**src/rtl/mdh_pkg.sv**
```systemverilog
// ----------------------------------------------------------------------------
// mdh_pkg
// Shared types, register indexes, reset values and helpers for the
// debounced motion detector.
// ----------------------------------------------------------------------------
`timescale 1ns / 1ps

package mdh_pkg;

  // Configuration register indexes
  localparam int unsigned CfgIdxW = 3;
  localparam logic [CfgIdxW-1:0] CFG_ENABLE       = 3'd0;
  localparam logic [CfgIdxW-1:0] CFG_ACCEL_REF_SQ = 3'd1;
  localparam logic [CfgIdxW-1:0] CFG_ACCEL_THR    = 3'd2;
  localparam logic [CfgIdxW-1:0] CFG_GYRO_THR     = 3'd3;
  localparam logic [CfgIdxW-1:0] CFG_ACTIVE_NEED  = 3'd4;
  localparam logic [CfgIdxW-1:0] CFG_STILL_NEED   = 3'd5;

  localparam int unsigned CfgDataW = 32;
  localparam int unsigned AxisW    = 16;
  localparam int unsigned MagW     = AxisW + 1;
  localparam int unsigned RunW     = 4;

  // Reset values
  localparam logic [31:0]     RST_ACCEL_REF_SQ = 32'd0;
  localparam logic [31:0]     RST_ACCEL_THR    = 32'd40000000;
  localparam logic [15:0]     RST_GYRO_THR     = 16'd655;
  localparam logic [RunW-1:0] RST_ACTIVE_NEED  = 4'd2;
  localparam logic [RunW-1:0] RST_STILL_NEED   = 4'd10;

  typedef enum logic [1:0] {
    TRANS_NONE           = 2'd0,
    TRANS_BECAME_MOVING  = 2'd1,
    TRANS_BECAME_STOPPED = 2'd2
  } trans_e;

  typedef struct packed {
    logic            enable;
    logic [31:0]     accel_ref_sq;
    logic [31:0]     accel_thr;
    logic [15:0]     gyro_thr;
    logic [RunW-1:0] active_need;
    logic [RunW-1:0] still_need;
  } cfg_t;

  typedef struct packed {
    logic   moving;
    trans_e transition;
    logic   sample_active;
  } res_t;

  // Magnitude of a two's complement axis; -32768 maps to 32768.
  function automatic logic [MagW-1:0] mag16(input logic [AxisW-1:0] raw);
    logic [MagW-1:0] ext;
    ext = {raw[AxisW-1], raw};
    return raw[AxisW-1] ? (MagW'(0) - ext) : ext;
  endfunction

endpackage

```
**src/rtl/motion_detect_hysteresis.sv**
```systemverilog
// ----------------------------------------------------------------------------
// motion_detect_hysteresis
// A sample passes through the input register, then the result register;
//   throughput: one sample per cycle while out_ready_i does not stall the
//   result register, with the debounce state update between the two
//   registers.
// Reset: asynchronous, active low; clears both stages, the motion state and
//   loads the configuration reset values (detection disabled).
// ----------------------------------------------------------------------------
`timescale 1ns / 1ps

module motion_detect_hysteresis (
  input  logic                         clk_i,
  input  logic                         rst_ni,
  // configuration write channel
  input  logic                         cfg_valid_i,
  output logic                         cfg_ready_o,
  input  logic [mdh_pkg::CfgIdxW-1:0]  cfg_index_i,
  input  logic [mdh_pkg::CfgDataW-1:0] cfg_data_i,
  // sample input channel
  input  logic                         in_valid_i,
  output logic                         in_ready_o,
  input  logic [mdh_pkg::AxisW-1:0]    accel_x_i,
  input  logic [mdh_pkg::AxisW-1:0]    accel_y_i,
  input  logic [mdh_pkg::AxisW-1:0]    accel_z_i,
  input  logic [mdh_pkg::AxisW-1:0]    gyro_x_i,
  input  logic [mdh_pkg::AxisW-1:0]    gyro_y_i,
  input  logic [mdh_pkg::AxisW-1:0]    gyro_z_i,
  // result channel
  output logic                         out_valid_o,
  input  logic                         out_ready_i,
  output logic                         moving_o,
  output logic [1:0]                   transition_o,
  output logic                         sample_active_o
);

  mdh_pkg::cfg_t cfg;
  logic          clear;

  // Stage 1: input register. Holds one sample transfer.
  logic                      s1_valid_q;
  logic [mdh_pkg::AxisW-1:0] ax_q, ay_q, az_q, gx_q, gy_q, gz_q;

  // Stage 2: result register.
  logic          out_valid_q;
  mdh_pkg::res_t res_q, res_d;

  logic active;
  logic advance;  // sample moves from stage 1 into the result register

  mdh_cfg_regs u_cfg_regs (
    .clk_i       (clk_i),
    .rst_ni      (rst_ni),
    .cfg_valid_i (cfg_valid_i),
    .cfg_ready_o (cfg_ready_o),
    .cfg_index_i (cfg_index_i),
    .cfg_data_i  (cfg_data_i),
    .cfg_o       (cfg),
    .clear_o     (clear)
  );

  // Result register frees up when empty or when its transfer completes;
  // stage 1 refills in the same cycle it drains, so no bubble.
  assign advance    = s1_valid_q && (!out_valid_q || out_ready_i);
  assign in_ready_o = !s1_valid_q || advance;

  always_ff @(posedge clk_i or negedge rst_ni) begin
    if (!rst_ni) begin
      s1_valid_q <= 1'b0;
    end else if (in_ready_o) begin
      s1_valid_q <= in_valid_i;
    end
  end

  // Payload registers, no reset needed.
  always_ff @(posedge clk_i) begin
    if (in_valid_i && in_ready_o) begin
      ax_q <= accel_x_i;
      ay_q <= accel_y_i;
      az_q <= accel_z_i;
      gx_q <= gyro_x_i;
      gy_q <= gyro_y_i;
      gz_q <= gyro_z_i;
    end
  end

  mdh_classify u_classify (
    .accel_x_i (ax_q),
    .accel_y_i (ay_q),
    .accel_z_i (az_q),
    .gyro_x_i  (gx_q),
    .gyro_y_i  (gy_q),
    .gyro_z_i  (gz_q),
    .cfg_i     (cfg),
    .active_o  (active)
  );

  // Motion state commits only on advance, so results keep sample order.
  mdh_debounce u_debounce (
    .clk_i    (clk_i),
    .rst_ni   (rst_ni),
    .cfg_i    (cfg),
    .clear_i  (clear),
    .step_i   (advance),
    .active_i (active),
    .res_o    (res_d)
  );

  always_ff @(posedge clk_i or negedge rst_ni) begin
    if (!rst_ni) begin
      out_valid_q <= 1'b0;
    end else if (!out_valid_q || out_ready_i) begin
      out_valid_q <= s1_valid_q;
    end
  end

  always_ff @(posedge clk_i) begin
    if (advance) begin
      res_q <= res_d;
    end
  end

  assign out_valid_o     = out_valid_q;
  assign moving_o        = res_q.moving;
  assign transition_o    = res_q.transition;
  assign sample_active_o = res_q.sample_active;

  // --------------------------------------------------------------------------
  // Assertions
  // --------------------------------------------------------------------------
  a_moving_needs_active: assert property (@(posedge clk_i) disable iff (!rst_ni)
    out_valid_o && (transition_o == mdh_pkg::TRANS_BECAME_MOVING)
      |-> moving_o && sample_active_o)
    else $error("became-moving result without active sample or flag");

  a_stopped_needs_still: assert property (@(posedge clk_i) disable iff (!rst_ni)
    out_valid_o && (transition_o == mdh_pkg::TRANS_BECAME_STOPPED)
      |-> !moving_o && !sample_active_o)
    else $error("became-stopped result with active sample or flag");

  a_no_bad_transition: assert property (@(posedge clk_i) disable iff (!rst_ni)
    out_valid_o |-> (transition_o != 2'd3))
    else $error("undefined transition code");

  a_stall_only_when_full: assert property (@(posedge clk_i) disable iff (!rst_ni)
    !in_ready_o |-> out_valid_o && !out_ready_i && s1_valid_q)
    else $error("input stalled while pipeline can move");

endmodule

```
**src/rtl/mdh_cfg_regs.sv**
```systemverilog
// ----------------------------------------------------------------------------
// mdh_cfg_regs
// Configuration register file; flags a state clear when enable is set.
// ----------------------------------------------------------------------------
`timescale 1ns / 1ps

module mdh_cfg_regs (
  input  logic                         clk_i,
  input  logic                         rst_ni,
  input  logic                         cfg_valid_i,
  output logic                         cfg_ready_o,
  input  logic [mdh_pkg::CfgIdxW-1:0]  cfg_index_i,
  input  logic [mdh_pkg::CfgDataW-1:0] cfg_data_i,
  output mdh_pkg::cfg_t                cfg_o,
  output logic                         clear_o
);

  mdh_pkg::cfg_t cfg_q, cfg_d;
  logic          clear_d;

  assign cfg_ready_o = 1'b1;

  always_comb begin
    cfg_d   = cfg_q;
    clear_d = 1'b0;
    if (cfg_valid_i) begin
      unique case (cfg_index_i)
        mdh_pkg::CFG_ENABLE: begin
          cfg_d.enable = cfg_data_i[0];
          clear_d      = cfg_data_i[0];
        end
        mdh_pkg::CFG_ACCEL_REF_SQ: cfg_d.accel_ref_sq = cfg_data_i;
        mdh_pkg::CFG_ACCEL_THR:    cfg_d.accel_thr    = cfg_data_i;
        mdh_pkg::CFG_GYRO_THR:     cfg_d.gyro_thr     = cfg_data_i[15:0];
        mdh_pkg::CFG_ACTIVE_NEED:  cfg_d.active_need  = cfg_data_i[mdh_pkg::RunW-1:0];
        mdh_pkg::CFG_STILL_NEED:   cfg_d.still_need   = cfg_data_i[mdh_pkg::RunW-1:0];
        default: ;  // unmapped index, write dropped
      endcase
    end
  end

  always_ff @(posedge clk_i or negedge rst_ni) begin
    if (!rst_ni) begin
      cfg_q.enable       <= 1'b0;
      cfg_q.accel_ref_sq <= mdh_pkg::RST_ACCEL_REF_SQ;
      cfg_q.accel_thr    <= mdh_pkg::RST_ACCEL_THR;
      cfg_q.gyro_thr     <= mdh_pkg::RST_GYRO_THR;
      cfg_q.active_need  <= mdh_pkg::RST_ACTIVE_NEED;
      cfg_q.still_need   <= mdh_pkg::RST_STILL_NEED;
    end else begin
      cfg_q <= cfg_d;
    end
  end

  assign cfg_o   = cfg_q;
  assign clear_o = clear_d;

endmodule

```
**src/rtl/mdh_classify.sv**
```systemverilog
// ----------------------------------------------------------------------------
// mdh_classify
// Flags a sample as active from accel magnitude deviation or gyro rate.
// ----------------------------------------------------------------------------
`timescale 1ns / 1ps

module mdh_classify (
  input  logic [mdh_pkg::AxisW-1:0] accel_x_i,
  input  logic [mdh_pkg::AxisW-1:0] accel_y_i,
  input  logic [mdh_pkg::AxisW-1:0] accel_z_i,
  input  logic [mdh_pkg::AxisW-1:0] gyro_x_i,
  input  logic [mdh_pkg::AxisW-1:0] gyro_y_i,
  input  logic [mdh_pkg::AxisW-1:0] gyro_z_i,
  input  mdh_pkg::cfg_t             cfg_i,
  output logic                      active_o
);

  logic [mdh_pkg::MagW-1:0]   ax, ay, az, gx, gy, gz;
  logic [2*mdh_pkg::MagW-1:0] sq_x, sq_y, sq_z;
  logic [31:0]                sq_sum, diff;
  logic [mdh_pkg::MagW-1:0]   gthr;
  logic                       accel_hit, gyro_hit;

  assign ax = mdh_pkg::mag16(accel_x_i);
  assign ay = mdh_pkg::mag16(accel_y_i);
  assign az = mdh_pkg::mag16(accel_z_i);
  assign gx = mdh_pkg::mag16(gyro_x_i);
  assign gy = mdh_pkg::mag16(gyro_y_i);
  assign gz = mdh_pkg::mag16(gyro_z_i);

  // Each square is at most 2^30, so the sum fits 32 bits.
  assign sq_x   = ax * ax;
  assign sq_y   = ay * ay;
  assign sq_z   = az * az;
  assign sq_sum = {1'b0, sq_x[30:0]} + {1'b0, sq_y[30:0]} + {1'b0, sq_z[30:0]};

  assign diff = (sq_sum >= cfg_i.accel_ref_sq) ? (sq_sum - cfg_i.accel_ref_sq)
                                               : (cfg_i.accel_ref_sq - sq_sum);

  assign gthr      = {1'b0, cfg_i.gyro_thr};
  assign accel_hit = diff > cfg_i.accel_thr;
  assign gyro_hit  = (gx > gthr) || (gy > gthr) || (gz > gthr);
  assign active_o  = accel_hit || gyro_hit;

endmodule

```
**src/rtl/mdh_debounce.sv**
```systemverilog
// ----------------------------------------------------------------------------
// mdh_debounce
// Run counters and moving flag with hysteresis; yields the per-sample result.
// ----------------------------------------------------------------------------
`timescale 1ns / 1ps

module mdh_debounce (
  input  logic          clk_i,
  input  logic          rst_ni,
  input  mdh_pkg::cfg_t cfg_i,
  input  logic          clear_i,
  input  logic          step_i,
  input  logic          active_i,
  output mdh_pkg::res_t res_o
);

  logic                     moving_q, moving_d;
  logic [mdh_pkg::RunW-1:0] active_run_q, active_run_d;
  logic [mdh_pkg::RunW-1:0] still_run_q, still_run_d;
  mdh_pkg::trans_e          trans;

  always_comb begin
    moving_d     = moving_q;
    active_run_d = active_run_q;
    still_run_d  = still_run_q;
    trans        = mdh_pkg::TRANS_NONE;
    if (cfg_i.enable) begin
      if (active_i) begin
        still_run_d = '0;
        if (active_run_q < cfg_i.active_need) active_run_d = active_run_q + 1'b1;
        if (!moving_q && (active_run_d >= cfg_i.active_need)) begin
          moving_d = 1'b1;
          trans    = mdh_pkg::TRANS_BECAME_MOVING;
        end
      end else begin
        active_run_d = '0;
        if (still_run_q < cfg_i.still_need) still_run_d = still_run_q + 1'b1;
        if (moving_q && (still_run_d >= cfg_i.still_need)) begin
          moving_d = 1'b0;
          trans    = mdh_pkg::TRANS_BECAME_STOPPED;
        end
      end
    end
  end

  always_ff @(posedge clk_i or negedge rst_ni) begin
    if (!rst_ni) begin
      moving_q     <= 1'b0;
      active_run_q <= '0;
      still_run_q  <= '0;
    end else if (clear_i) begin
      moving_q     <= 1'b0;
      active_run_q <= '0;
      still_run_q  <= '0;
    end else if (step_i) begin
      moving_q     <= moving_d;
      active_run_q <= active_run_d;
      still_run_q  <= still_run_d;
    end
  end

  assign res_o.moving        = moving_d;
  assign res_o.transition    = trans;
  assign res_o.sample_active = cfg_i.enable & active_i;

endmodule
```
**config.mk**
```make
export PLATFORM = sky130hd
export DESIGN_NAME = motion_detect_hysteresis
export DESIGN_NICKNAME = d
export VERILOG_FILES = /design/src/rtl/mdh_pkg.sv /design/src/rtl/motion_detect_hysteresis.sv /design/src/rtl/mdh_cfg_regs.sv /design/src/rtl/mdh_classify.sv /design/src/rtl/mdh_debounce.sv
export SDC_FILE = /design/constraint.sdc
export NUM_CORES = 2
export LEC_CHECK = 0
export BUFFER_PORTS_ARGS = -buffer_cell sky130_fd_sc_hd__buf_2
export CAP_MARGIN = 20
export CORE_MARGIN = 1.5
export CORE_UTILIZATION = 31
export DETAILED_ROUTE_END_ITERATION = 8
export SLEW_MARGIN = 25
export SYNTH_ARGS = -nofsm -noshare
export SYNTH_HDL_FRONTEND = slang
export SYNTH_SLANG_ARGS = --single-unit
```
**constraint.sdc**
```tcl
create_clock -name clk_i -period 38 [get_ports clk_i]
set_input_delay 7.6 -clock clk_i [delete_from_list [all_inputs] [get_ports clk_i]]
set_output_delay 7.6 -clock clk_i [all_outputs]
set_load 0.01 [all_outputs]
```
==> reports/results.ini <==
[sta]
finalWorstPathRequiredPeriod_ns = 16.66
unrepaired_setup_endpoints_after_global_routing = no
totalNegativeSetupSlack_ns = 0
timing_max_transition_violations_final = 0
skew_ns = 0.0318
post-route-period-util_pct = 43.8
final_report_hold_violation_count = 0
max_slew_margin_pct = 30.3
timing_worst_slew_pin_value_ns = 1.04
setup_violations = 0
worst_slack_on_hold_paths_ns = 0.510
fmaxAchievable_mhz = 60.0

[cts]
h_tree_depth = 4
cts_hold_buf = 0
cts-buffers-inserted = 17
clock_tree.buffer_depth = 2
worstSkewPairLatency_ns = 0.54
post-cts-setup-buffer-count = 0
cts_tree = done
ctsRootBufferMaster = sky130_fd_sc_hd__clkbuf_16
path_clk_slew_ns = 0.09
post_cts_resized = 0
cts_sinks = 200

[place]
port_buffers = 141
routabilityCongestion = 0.914
placed_area_mm2 = 0.0422
detailedPlacementHpwl_um = 86200

[min_path]
holdCritPathClass = reg -> reg

[synthesis]
ys_warn_count = 0
yosysTopAreaCellShare_pct = 30.7
synth_common_cells = sky130_fd_sc_hd__inv_1 (1042), sky130_fd_sc_hd__fa_1 (601), sky130_fd_sc_hd__ha_1 (472), sky130_fd_sc_hd__nand2_1 (386), sky130_fd_sc_hd__nor2_1 (232)
syn-cell-area_mm2 = 0.0392
synth.yosys.seq_area_share_pct = 14.1
yosys.cell_count.top_type = sky130_fd_sc_hd__inv_1
postSynthRegisterBits = 200
synthesized_area_per_cell_um2 = 9.04
syn_inst = 4331
synth_edf_count = 100
synthDominantAreaCellType = sky130_fd_sc_hd__fa_1
yosysUniqueCellTypes = 94
synthFlopType = sky130_fd_sc_hd__edfxtp_1
synthArstFlopShare_pct = 50.0
ys_top_cells_by_area = sky130_fd_sc_hd__fa_1 (31%), sky130_fd_sc_hd__ha_1 (15%), sky130_fd_sc_hd__inv_1 (10%)

[die]
die_w_um = 358
core.rowCount = 130
io_pins = 143
die_height_um = 358
die_area_mm2 = 0.128
coreArea_mm2 = 0.125
initial_core_util_pct = 31.2

[setup_path]
crit_arrival_ns = 17.06
critPathMaxFanout = 25
timing.critical_path.buf_inv = 5
timing.critical_path.slowest_stage_cell = sky130_fd_sc_hd__nand2_1
setup.worst_path.class = reg -> reg
category_of_cells_accounting_for_the_largest_share_of_critical_path_delay = compound AO/OA/AOI/OAI gates
cp_launch_type = register
crit_path_most_repeated_cell = sky130_fd_sc_hd__fa_1
max_stage_delay_ns = 0.82
worstPathRequired_ns = 38.40
cp-end-kind = register

[detailed_routing]
wl_per_cell_um = 16.3
drt_drc_violations_left = 0
total_via_count_after_detailed_routing = 29200
ant_nets = 0
initialDrtViolationCount = 1560
detail_route.first_pass.iterations = 6
detail_route.vias_per_cell = 4.72
routed_wl_um = 101000

[cells_and_area]
flow.area_growth_from_synthesis_pct = 9.31
post-route-cell-area_mm2 = 0.0428
layout-drive-gt1-share_pct = 6.33
final_net_count = 5729
finalCoreUtilization_pct = 34.1
final.fill_count = 12900

[global_route]
grt_remaining_overflow = 0
grt_pass1_vias = 31200
first_pass_grt_wire_length_um = 165000
grt_antenna_before_repair = 11
global_route.usage.total_pct = 16.3
maximum_number_of_pins_on_one_net_before_global_route_repair = 65

[job]
max-cap-violations = 0

[run_status]
outcome = finished clean

-- final cells by class --
class | instances | area [µm²] | area share, %
antenna | 2 | 5.00 | 0.0117
clock buffer | 17 | 425 | 0.994
clock inverter | 15 | 216 | 0.506
inverter | 1061 | 3990 | 9.31
multi-input combinational | 3074 | 29700 | 69.4
sequential | 200 | 5530 | 12.9
tap | 1650 | 2060 | 4.82
timing repair buffer | 166 | 896 | 2.09
-- path summary, 6_finish.rpt --
path / endpoint / cells after the start / start / slack, ns
min in group asynchronous: u_cfg_regs.cfg_o[23]$_DFFE_PN0P_ / 1 / rst_ni / 7.05
worst max register to register: transition_o[0]$_SDFFCE_PN0P_ / 50 / ax_q[6]$_DFFE_PP_ / 21.34
max in group asynchronous: u_cfg_regs.cfg_o[80]$_DFFE_PN0P_ / 2 / rst_ni / 29.73
worst min register to register: u_cfg_regs.cfg_o[18]$_DFFE_PN0P_ / 1 / u_cfg_regs.cfg_o[18]$_DFFE_PN0P_ / 0.51
worst max-delay path: transition_o[0]$_SDFFCE_PN0P_ / 50 / ax_q[6]$_DFFE_PP_ / 21.34
worst min-delay path: u_cfg_regs.cfg_o[18]$_DFFE_PN0P_ / 1 / u_cfg_regs.cfg_o[18]$_DFFE_PN0P_ / 0.51
-- sequential cells by signal, summed over array words and instances (netlist names), 2 cells and up --
| register | count |
|---|---|
| ax_q | 16 |
| ay_q | 16 |
| az_q | 16 |
| gx_q | 16 |
| gy_q | 16 |
| gz_q | 16 |
| transition_o | 2 |
| u_cfg_regs.cfg_o | 89 |
| u_debounce.active_run_q | 4 |
| u_debounce.still_run_q | 4 |
-- routing by layer --
layer,track usage [%],part of all wire (%),vias to the layer above
li1,-,-,14000
met1,20.4,43,14500
met2,29.0,50,538
met3,2.09,3.8,119
met4,4.90,2.7,6
met5,0,0.042,-
-- cell usage in the layout, fill, tap and decap left out, drive strengths merged, types with 20 or more instances in the layout --
master / count
a211oi: 21
a21o: 100
a21oi: 179
and3: 22
buf: 166
conb: 101
dfrtp: 83
edfxtp: 100
fa: 601
ha: 472
inv: 1056
mux2: 23
nand2: 387
nand2b: 39
nand3: 38
nand4: 34
nor2: 233
nor2b: 33
nor3: 34
o211ai: 20
o21a: 26
o21ai: 187
o21bai: 25
o31ai: 35
xnor2: 158
xor2: 91
-- logic make-up (layout without fill, tap and decap cells) --
| group | after synthesis | after routing | share of synthesized area [%] |
|---|---|---|---|
| buffers and inverters | 1156 | 1259 | 11.1 |
| muxes | 32 | 32 | 0.891 |
| adders and majority gates | 1073 | 1073 | 45.8 |
| DFF | 200 | 200 | 14.1 |
| xor gates and xnor gates | 249 | 249 | 5.63 |
| other | 2 | 103 | 0.0192 |
| AOI/OAI and AO/OA | 706 | 706 | 11.7 |
| and+or+nand+nor | 913 | 913 | 10.7 |
-- metrics by stage --
| step | instances | worst slack (ns) |
|---|---|---|
| CTS | 6183 | 21.38 |
| global placement | 6151 | 21.60 |
| finish | 6185 | 21.34 |
| floorplan | 4430 | 22.59 |
| global route | 6184 | 20.10 |
| detailed placement | 6151 | 21.46 |
Power is left out: the tool's default activity adds up to more than one toggle a clock period on the data nets, which glitch-free logic cannot reach.
